## config.mk

```make
export PLATFORM = sky130hd
export DESIGN_NAME = line_sensor_position_estimator
export DESIGN_NICKNAME = d
export VERILOG_FILES = /design/src/rtl/core/lsp_pkg.sv /design/src/rtl/core/lsp_lane.sv /design/src/rtl/core/lsp_merge.sv /design/src/rtl/core/lsp_classify.sv /design/src/rtl/core/line_sensor_position_estimator.sv
export SDC_FILE = /design/constraint.sdc
export NUM_CORES = 1
export LEC_CHECK = 0
export BUFFER_PORTS_ARGS = -buffer_cell sky130_fd_sc_hd__buf_2
export CAP_MARGIN = 40
export CORE_UTILIZATION = 56
export CTS_CLUSTER_SIZE = 16
export DETAILED_ROUTE_END_ITERATION = 8
export GPL_TIMING_DRIVEN = 1
export PLACE_DENSITY = 0.81
export SLEW_MARGIN = 0
export SYNTH_ARGS = -nofsm -noshare
export SYNTH_HDL_FRONTEND = slang
export SYNTH_SLANG_ARGS = --single-unit
```

## constraint.sdc

```tcl
create_clock -name clk -period 7.8 [get_ports clk]
set_input_delay 0.39 -clock clk [delete_from_list [all_inputs] [get_ports clk]]
set_output_delay 0.39 -clock clk [all_outputs]
set_load 0.01 [all_outputs]
```

## src/rtl/core/lsp_pkg.sv

```systemverilog
package lsp_pkg;

  localparam int NUM_CH = 8;

  localparam logic [2:0] ST_OK           = 3'd0;
  localparam logic [2:0] ST_ALL_BLACK    = 3'd1;
  localparam logic [2:0] ST_DISCONT      = 3'd2;
  localparam logic [2:0] ST_LOST_LEFT    = 3'd3;
  localparam logic [2:0] ST_LOST_RIGHT   = 3'd4;
  localparam logic [2:0] ST_LOST_UNKNOWN = 3'd5;

  localparam logic [1:0] DIR_UNKNOWN = 2'd0;
  localparam logic [1:0] DIR_LEFT    = 2'd1;
  localparam logic [1:0] DIR_RIGHT   = 2'd2;

  localparam logic [3:0] THRESH_RESET = 4'd6;
  localparam logic [7:0] ALL_WHITE    = 8'hFF;
  localparam logic [7:0] ALL_DARK     = 8'h00;

  localparam logic ADDR_THRESH = 1'b0;

  // reciprocal scale: q = (n * recip) >> RECIP_SHIFT
  localparam int RECIP_SHIFT = 10;

  typedef struct packed {
    logic              black;
    logic              start;
    logic signed [3:0] weight;
  } lane_t;

  typedef struct packed {
    logic [7:0]        bits;
    logic [3:0]        count;
    logic [3:0]        starts;
    logic signed [5:0] wsum;
  } summary_t;

  typedef struct packed {
    logic [7:0]        raw;
    logic [3:0]        total;
    logic signed [6:0] pos;
    logic [2:0]        status;
  } result_t;

  typedef struct packed {
    logic              pos_upd;
    logic signed [7:0] pos;
    logic              dir_upd;
    logic [1:0]        dir;
  } track_upd_t;

  // channel weight in half units: 2*i - 7
  function automatic logic signed [3:0] lane_weight(input int idx);
    lane_weight = 4'(2 * idx - 7);
  endfunction

  // ceil(1024 / c); exact truncation for numerators up to 128
  function automatic logic [10:0] recip(input logic [2:0] c);
    case (c)
      3'd1: recip = 11'd1024;
      3'd2: recip = 11'd512;
      3'd3: recip = 11'd342;
      3'd4: recip = 11'd256;
      3'd5: recip = 11'd205;
      3'd6: recip = 11'd171;
      3'd7: recip = 11'd147;
      default: recip = 11'd0;
    endcase
  endfunction

endpackage

```

## src/rtl/core/lsp_lane.sv

```systemverilog
module lsp_lane
  import lsp_pkg::*;
(
  input  logic              bit_in,
  input  logic              prev_in,
  input  logic signed [3:0] weight,
  output lane_t             lane
);

  // a run of black starts where the lower neighbor is white
  assign lane.black  = ~bit_in;
  assign lane.start  = ~bit_in & prev_in;
  assign lane.weight = bit_in ? 4'sd0 : weight;

endmodule

```

## src/rtl/core/lsp_merge.sv

```systemverilog
module lsp_merge
  import lsp_pkg::*;
(
  input  logic                  clk,
  input  logic                  load,
  input  logic [NUM_CH-1:0]     bits,
  input  lane_t [NUM_CH-1:0]    lanes,
  output summary_t              summary
);

  summary_t summary_next;

  always_comb begin
    summary_next.bits   = bits;
    summary_next.count  = '0;
    summary_next.starts = '0;
    summary_next.wsum   = '0;
    for (int i = 0; i < NUM_CH; i++) begin
      summary_next.count  = summary_next.count + 4'(lanes[i].black);
      summary_next.starts = summary_next.starts + 4'(lanes[i].start);
      summary_next.wsum   = summary_next.wsum + 6'(lanes[i].weight);
    end
  end

  always_ff @(posedge clk) begin
    if (load) begin
      summary <= summary_next;
    end
  end

endmodule

```

## src/rtl/core/lsp_classify.sv

```systemverilog
module lsp_classify
  import lsp_pkg::*;
(
  input  summary_t          summary,
  input  logic [3:0]        thresh,
  input  logic signed [7:0] last_position,
  input  logic [1:0]        last_direction,
  output result_t           result,
  output track_upd_t        upd
);

  logic              neg;
  logic [4:0]        mag;
  logic [7:0]        numer;
  logic [18:0]       prod;
  logic [6:0]        quot;
  logic signed [6:0] pos;

  always_comb begin
    neg   = summary.wsum < 0;
    mag   = neg ? 5'(-summary.wsum) : 5'(summary.wsum);
    numer = {mag, 3'b000};
    prod  = 19'(numer) * 19'(recip(summary.count[2:0]));
    quot  = prod[RECIP_SHIFT+6:RECIP_SHIFT];
    pos   = neg ? -$signed(quot) : $signed(quot);

    result.raw    = summary.bits;
    result.total  = summary.count;
    result.pos    = '0;
    result.status = ST_OK;
    upd.pos_upd   = 1'b0;
    upd.pos       = 8'(pos);
    upd.dir_upd   = 1'b0;
    upd.dir       = neg ? DIR_LEFT : DIR_RIGHT;

    if (summary.bits == ALL_WHITE) begin
      result.total = '0;
      result.pos   = last_position[6:0];
      case (last_direction)
        DIR_LEFT:  result.status = ST_LOST_LEFT;
        DIR_RIGHT: result.status = ST_LOST_RIGHT;
        default:   result.status = ST_LOST_UNKNOWN;
      endcase
    end else if (summary.bits == ALL_DARK) begin
      result.status = ST_ALL_BLACK;
    end else if (summary.starts != 4'd1) begin
      result.status = ST_DISCONT;
    end else if (summary.count >= thresh) begin
      result.status = ST_ALL_BLACK;
    end else begin
      result.pos  = pos;
      upd.pos_upd = 1'b1;
      // a centered line keeps the remembered direction
      upd.dir_upd = (pos != 7'sd0);
    end
  end

endmodule

```

## src/rtl/core/line_sensor_position_estimator.sv

```systemverilog
// Channel   Handshake              Payload
// input     in_valid / in_ready    sensor_bits
// output    out_valid / out_ready  raw_echo, black_total, line_position, track_status
// config    APB psel/penable       paddr, pwdata, prdata (max_black_threshold at 0x0)
//
// An item moves through registers in turn: the sample is registered at acceptance, the
// eight lane results are merged into the summary register, then the division by the black
// count and the classification fill the output register. One item is in flight at a time;
// the next is taken when classification has moved its result out, even if out_ready is low,
// so one result waits in the output register. A held output stalls the classify stage until
// taken. Reset is synchronous and clears the valid flags, the remembered position and
// direction, and sets the threshold to 6.
module line_sensor_position_estimator
  import lsp_pkg::*;
(
  input  logic              clk,
  input  logic              rst,
  input  logic              in_valid,
  output logic              in_ready,
  input  logic [7:0]        sensor_bits,
  output logic              out_valid,
  input  logic              out_ready,
  output logic [7:0]        raw_echo,
  output logic [3:0]        black_total,
  output logic signed [6:0] line_position,
  output logic [2:0]        track_status,
  input  logic              psel,
  input  logic              penable,
  input  logic              pwrite,
  input  logic [2:0]        paddr,
  input  logic [31:0]       pwdata,
  output logic [31:0]       prdata,
  output logic              pready
);

  logic                  sample_valid;
  logic [NUM_CH-1:0]     sample;
  logic                  merged_valid;
  logic [3:0]            thresh;
  logic signed [7:0]     last_position;
  logic [1:0]            last_direction;
  lane_t [NUM_CH-1:0]    lanes;
  summary_t              summary;
  result_t               result;
  track_upd_t            upd;
  logic                  advance;

  assign pready   = 1'b1;
  assign in_ready = ~sample_valid & ~merged_valid;
  assign advance  = merged_valid & (~out_valid | out_ready);
  assign prdata   = (paddr[2] == ADDR_THRESH) ? {28'd0, thresh} : 32'd0;

  always_ff @(posedge clk) begin
    if (rst) begin
      thresh <= THRESH_RESET;
    end else if (psel && penable && pwrite && paddr[2] == ADDR_THRESH) begin
      thresh <= pwdata[3:0];
    end
  end

  always_ff @(posedge clk) begin
    if (rst) begin
      sample_valid <= 1'b0;
      merged_valid <= 1'b0;
    end else begin
      sample_valid <= in_valid & in_ready;
      if (sample_valid) begin
        merged_valid <= 1'b1;
      end else if (advance) begin
        merged_valid <= 1'b0;
      end
    end
  end

  always_ff @(posedge clk) begin
    if (in_valid && in_ready) begin
      sample <= sensor_bits;
    end
  end

  for (genvar i = 0; i < NUM_CH; i++) begin : g_lane
    lsp_lane u_lane (
      .bit_in  (sample[i]),
      .prev_in ((i == 0) ? 1'b1 : sample[(i == 0) ? 0 : i - 1]),
      .weight  (lane_weight(i)),
      .lane    (lanes[i])
    );
  end

  lsp_merge u_merge (
    .clk     (clk),
    .load    (sample_valid),
    .bits    (sample),
    .lanes   (lanes),
    .summary (summary)
  );

  lsp_classify u_classify (
    .summary        (summary),
    .thresh         (thresh),
    .last_position  (last_position),
    .last_direction (last_direction),
    .result         (result),
    .upd            (upd)
  );

  always_ff @(posedge clk) begin
    if (rst) begin
      last_position  <= '0;
      last_direction <= DIR_UNKNOWN;
    end else if (advance) begin
      if (upd.pos_upd) begin
        last_position <= upd.pos;
      end
      if (upd.dir_upd) begin
        last_direction <= upd.dir;
      end
    end
  end

  always_ff @(posedge clk) begin
    if (rst) begin
      out_valid <= 1'b0;
    end else if (advance) begin
      out_valid <= 1'b1;
    end else if (out_ready) begin
      out_valid <= 1'b0;
    end
  end

  always_ff @(posedge clk) begin
    if (advance) begin
      raw_echo      <= result.raw;
      black_total   <= result.total;
      line_position <= result.pos;
      track_status  <= result.status;
    end
  end

`ifndef SYNTHESIS
  a_one_in_flight: assert property (@(posedge clk) disable iff (rst)
    in_valid && in_ready |=> !in_ready)
    else $error("item accepted while another is in flight");

  a_stage_exclusive: assert property (@(posedge clk) disable iff (rst)
    !(sample_valid && merged_valid))
    else $error("sample and merge stages both hold an item");

  a_lost_zero_total: assert property (@(posedge clk) disable iff (rst)
    out_valid && (track_status == ST_LOST_LEFT || track_status == ST_LOST_RIGHT ||
                  track_status == ST_LOST_UNKNOWN) |-> black_total == 4'd0)
    else $error("lost status with nonzero black count");

  a_ok_position: assert property (@(posedge clk) disable iff (rst)
    advance && upd.pos_upd |-> result.status == ST_OK && result.total != 4'd0)
    else $error("position update without an ok result");
`endif

endmodule

```

# Word-level counts from Yosys, hierarchy flattened

Cells that the tools add are included.

Word-level logic and storage cells: 118
Flip-flop bits (word level): 68
Bits of input ports: 50

Muxes and demuxes: 33
Equality and inequality tests: 11
Bitwise operators: 23
Reductions and logical operators: 10
Order comparisons: 2
Add/subtract/negate cells: 23
Multipliers: 1

Operators by type and width:

| cell               | count |
|---|---|
| $pmux 11 s7        | 1 |
| $add 4x1->4        | 12 |
| $mux 7             | 4 |
| $mux 4             | 5 |
| $add 6x4->6        | 3 |
| $mul 5x11->14      | 1 |
| $mux 1             | 14 |
| $eq 3x3->1 const B | 4 |
| $mux 3             | 4 |
| $not 1->1          | 12 |
| $and 1x1->1        | 10 |
| $mux 10            | 1 |
| $eq 8x8->1 const B | 1 |
| $logic_not 8->1    | 1 |
| $neg 7->7          | 1 |
| $reduce_bool 7->1  | 1 |
| $add 5x4->6        | 1 |
| $add 6x2->6        | 1 |
| $add 6x3->6        | 1 |
| $eq 3x2->1 const B | 2 |
| $lt 6x1->1 const B | 1 |
| $pmux 3 s2         | 1 |
| $add 4x4->5        | 1 |
| $mux 5             | 1 |
| other kinds (12)   | 19 |

# Logic depth before layout (Yosys ltp)

Word-level depth: 11
Gate-level depth with buffers: 24
Depth with buffers taken out: 24

# Hierarchy

Synthesis repeated with hierarchy kept, for this count alone.

Cell total of the unflattened synthesis: 626
Area total of the unflattened synthesis: 6194.7 µm²

By module, submodules not included:

| module                         | area each (µm²) | cells each | instances |
|---|---|---|---|
| lsp_classify                   | 2194.6          | 297        | 1 |
| line_sensor_position_estimator | 1893.1          | 139        | 1 |
| lsp_merge                      | 1826.8          | 142        | 1 |
| lsp_lane                       | 35.0            | 6          | 8 |

# Worst setup path after synthesis

Ideal clock, no wire load.

Path kind: reg2reg
Start: register, netlist name u_merge.summary[0]
End: register last_direction[1]
Library setup time: 123 ps
Required time: 7677 ps
Slack: 1921 ps
Stages on the path, launching flop included: 23
Buffers on the path: 0
Data arrival time: 5755 ps
Cells stage by stage: edfxtp_1 -> o31ai_1 -> xor2_1 -> nor2_1 -> inv_1 -> fa_1 -> inv_1 -> fa_1 -> fa_1 -> ha_1 -> a211oi_1 -> o41ai_2 -> a31oi_2 -> xor2_2 -> ha_1 -> nand2b_1 -> mux2i_1 -> nand3_1 -> mux2i_1 -> o21ai_0 -> xor2_1 -> o41ai_1 -> mux2_1

Longest elaborated chain between the ends: 11

RTL lines:

| what                                           | line                                   | RTL |
|---|---|---|
| $neg 5->5 / $lt 6x1->1 (equally long branches) | lsp_classify.sv:21, lsp_classify.sv:20 |  |
| $mux 5                                         | lsp_classify.sv:21                     | `mag = neg ? 5'(-summary.wsum) : 5'(summary.wsum);` |
| $mul 5x11->14                                  | lsp_classify.sv:23                     | `prod = 19'(numer) * 19'(recip(summary.count[2:0]));` |
| $neg 7->7                                      | lsp_classify.sv:25                     | `pos = neg ? -$signed(quot) : $signed(quot);` |
| $mux 7                                         | lsp_classify.sv:25                     |  |
| $reduce_bool 7->1                              | lsp_classify.sv:54                     | `upd.dir_upd = (pos != 7'sd0);` |
| $mux 1                                         | lsp_classify.sv:48                     | `end else if (summary.count >= thresh) begin` |
| $mux 1                                         | lsp_classify.sv:46                     | `end else if (summary.starts != 4'd1) begin` |
| $mux 1                                         | lsp_classify.sv:44                     | `end else if (summary.bits == ALL_DARK) begin` |
| $mux 1                                         | lsp_classify.sv:36                     | `if (summary.bits == ALL_WHITE) begin` |
| $reduce_and 2->1 (no source line)              | -                                      |  |
| to (signal assigned)                           | line_sensor_position_estimator.sv:116  | `last_direction <= upd.dir;` |
| to (decl)                                      | line_sensor_position_estimator.sv:41   | `logic [1:0] last_direction;` |

Parallel ways exist; a longest one is shown, timed or not.
A chain may end at the register's enable or synchronous reset.

# Worst setup path in the final report

Start: register, netlist name u_merge.summary[0]
End: register last_direction[1]

Longest elaborated chain between the ends: 11

RTL lines:

| what                                           | line |
|---|---|
| $neg 5->5 / $lt 6x1->1 (equally long branches) | lsp_classify.sv:21, lsp_classify.sv:20 |
| $mux 5                                         | lsp_classify.sv:21 |
| $mul 5x11->14                                  | lsp_classify.sv:23 |
| $neg 7->7                                      | lsp_classify.sv:25 |
| $mux 7                                         | lsp_classify.sv:25 |
| $reduce_bool 7->1                              | lsp_classify.sv:54 |
| $mux 1                                         | lsp_classify.sv:48 |
| $mux 1                                         | lsp_classify.sv:46 |
| $mux 1                                         | lsp_classify.sv:44 |
| $mux 1                                         | lsp_classify.sv:36 |
| $reduce_and 2->1 (no source line)              | - |

Parallel ways exist; a longest one is shown, timed or not.

==> flow_summary.ini <==
[yosys]
synth_area_per_cell_sq_um = 10.4
ys_ff_latch = 68
yosysSeqAreaShare = 0.354
synth_cell_type_count = 55
yosysTopAreaCell = edfxtp_1
async_flop_share = 0
synth-edff-count = 52
synth.top_cell.area_share = 0.294
synth_area_sq_um = 5320
yosys_warnings = 0
synthCells = 509
synth_ff_type = edfxtp_1
yosys-top-cells-area = edfxtp_1 (29%), fa_1 (17%), ha_1 (9.4%)

[power_and_ir_drop]
leakage_nw = 2.69
ir_worst_vdd_mv = 0.169
p_total_mw = 1.79
p_per_area_nw_per_um2 = 311

[clock_network]
hold_buffers = 0
numCtsBuffers = 9
clockBufferDepth = 2
clk_latency_ns = 0.34
ctsResizeCount = 0
clock-root-buffer = clkbuf_8
clk_pin_slew_ns = 0.08
cts.sinks = 68
htree_num_levels = 3
cts_setup_buffers = 0
tritoncts = built

[setup_path]
crit_path_top_delay_cell = fa_1
crit_buf_inv = 2
critPathMaxStageDelay_ns = 0.54
path_cells = inv_1 -> ha_1 -> nand2b_1 -> xnor2_1 -> nand3_1 -> fa_1 -> fa_1 -> inv_1 -> fa_1 -> ha_1 -> a211oi_1 -> o41ai_2 -> a31oi_2 -> xor2_2 -> ha_1 -> nand2b_1 -> mux2i_1 -> nand3_1 -> mux2i_1 -> o21ai_0 -> xor2_1 -> o41ai_1 -> mux2_1
r2r_slack_ns = 0.97
arrival_ns = 7.05
cp_top_family = adder cells
crit_type = reg2reg
critPathLaunchType = flip-flop
critical_path_required_ns = 8.02
cp_max_fo = 6
cp-end-kind = flip-flop

[global_routing]
grt_max_degree = 23
grt_pass1_wl_um = 16300
grt_pass1_vias = 3672
grt_usage = 0.212
antenna_found_initial = 0
grt.overflow.total = 0

[cells_and_area]
area_growth_pct = 8.47
antenna-diode-count = 0
postLayoutCoreUtil = 0.627
stdcell_count = 674
fin_nets = 692
nFillCells = 720
drive_gt1_frac = 0.140

[sta]
fmax_ghz = 0.147
setup_viol = 0
slew_violations = 0
max_slew_margin = 0.542
post-route-period-util = 0.875
whs_ns = 0.217
fin_setup_tns_ns = 0
tightestPinTransition_ns = 0.673
skew_ns = 0.00741
fin_crit_ns = 6.83
rsz0062_at_grt = false
final_hold_viol_count = 0

[floorplanning]
die_w_um = 99.4
core_sq_um = 9200
die_h_um = 99.4
pin_count = 107
rows = 35
initial_core_util = 0.578
die-area_sq_um = 9890

[run]
maxCapViolCount = 0

[route]
drt_iter0_markers = 199
viasPerCell = 5.32
wl_um = 9980
vias = 3587
postRouteAntennaNets = 0
wl_per_cell_um = 14.8
drc = 0
drt_pre_antenna_iters = 4

[min_path]
hp-class = in2reg

[placement]
dpl.hpwl_um = 7980
io_buffers = 47
post-place-cells = 658
place.gp.congestion = 0.918

[outcome]
outcome = finished, final reports clean
power breakdown:
group	switching [mW]	total [mW]	internal [mW]
sequential	0.0305	0.460	0.429
combinational	0.626	1.05	0.419
clock	0.138	0.287	0.149
flip-flops by register name (all words and copies together) (netlist names):
register         cells
last_position        7
sample_valid         1
merged_valid         1
last_direction       2
u_merge.summary     22
track_status         3
line_position        7
out_valid            1
thresh               4
sample               8
black_total          4
raw_echo             8
kinds of logic after synthesis:
group	synth area share
simple gates	0.125
buf+inv	0.0991
fa+ha+maj	0.260
flops	0.354
compound gates	0.0828
xor+xnor	0.0555
mux	0.0219
other cells	0.00141
synthesized netlist by cell type (all sizes together) (6+ instances only):
master	count
nor2b	13
fa	44
nor3	6
xor2	12
clkbuf	8
nand2	40
edfxtp	52
xnor2	20
buf	31
a21oi	15
dfxtp	16
nand2b	12
o21ai	12
mux2i	9
nor2	48
inv	70
ha	40
metal layers:
| metal | GRT usage | part of all wire | up-vias |
|---|---|---|---|
| li1 | - | - | 1727 |
| met1 | 0.249 | 0.40 | 1726 |
| met2 | 0.388 | 0.53 | 116 |
| met3 | 0.0422 | 0.049 | 18 |
| met4 | 0.0713 | 0.017 | 0 |
| met5 | 0 | 0 | - |
final cells by class:
| class | count | area (sq um) | area share |
|---|---|---|---|
| clock inverter | 7 | 75.1 | 0.0130 |
| sequential | 68 | 1880 | 0.326 |
| tap | 111 | 139 | 0.0241 |
| inverter | 70 | 263 | 0.0456 |
| timing repair buffer | 50 | 273 | 0.0473 |
| multi-input combinational | 359 | 3010 | 0.522 |
| clock buffer | 9 | 124 | 0.0215 |
path summary, 6_finish.rpt:
path / startpoint / to / depth (start not counted)
setup / recovery: u_merge.summary[0] / last_direction[1] / 23
hold reg to reg: sample[7] / u_merge.summary[21] / 0
hold / removal: sensor_bits[0] / sample[0] / 1
setup reg to reg: u_merge.summary[0] / last_direction[1] / 23
layout by cell type, fill, tap and decap left out, types with 9 or more instances in the layout:
| cell type | netlist | layout |
|---|---|---|
| dfxtp_1 | 16 | 16 |
| buf_2 | 1 | 47 |
| a21oi_1 | 15 | 15 |
| nor2_1 | 48 | 48 |
| edfxtp_1 | 52 | 52 |
| clkbuf_8 | 0 | 9 |
| nand2b_1 | 12 | 12 |
| fa_1 | 44 | 44 |
| o21ai_0 | 10 | 10 |
| nand2_1 | 39 | 39 |
| inv_1 | 70 | 70 |
| nor2b_1 | 13 | 12 |
| ha_1 | 40 | 40 |
| xnor2_1 | 20 | 20 |
| conb_1 | 2 | 29 |
| xor2_1 | 10 | 10 |
stage by stage:
| step | area, sq um | setup WS, ns |
|---|---|---|
| 3_3_place_gp | 5530 | 1.16 |
| 3_5_place_dp | 5570 | 1.02 |
| 4_1_cts | 5770 | 0.964 |
| 6_report | 5770 | 0.974 |
| 2_1_floorplan | 5420 | 1.92 |
| 5_1_grt | 5770 | 0.613 |
(Power assumes the default switching activity.)
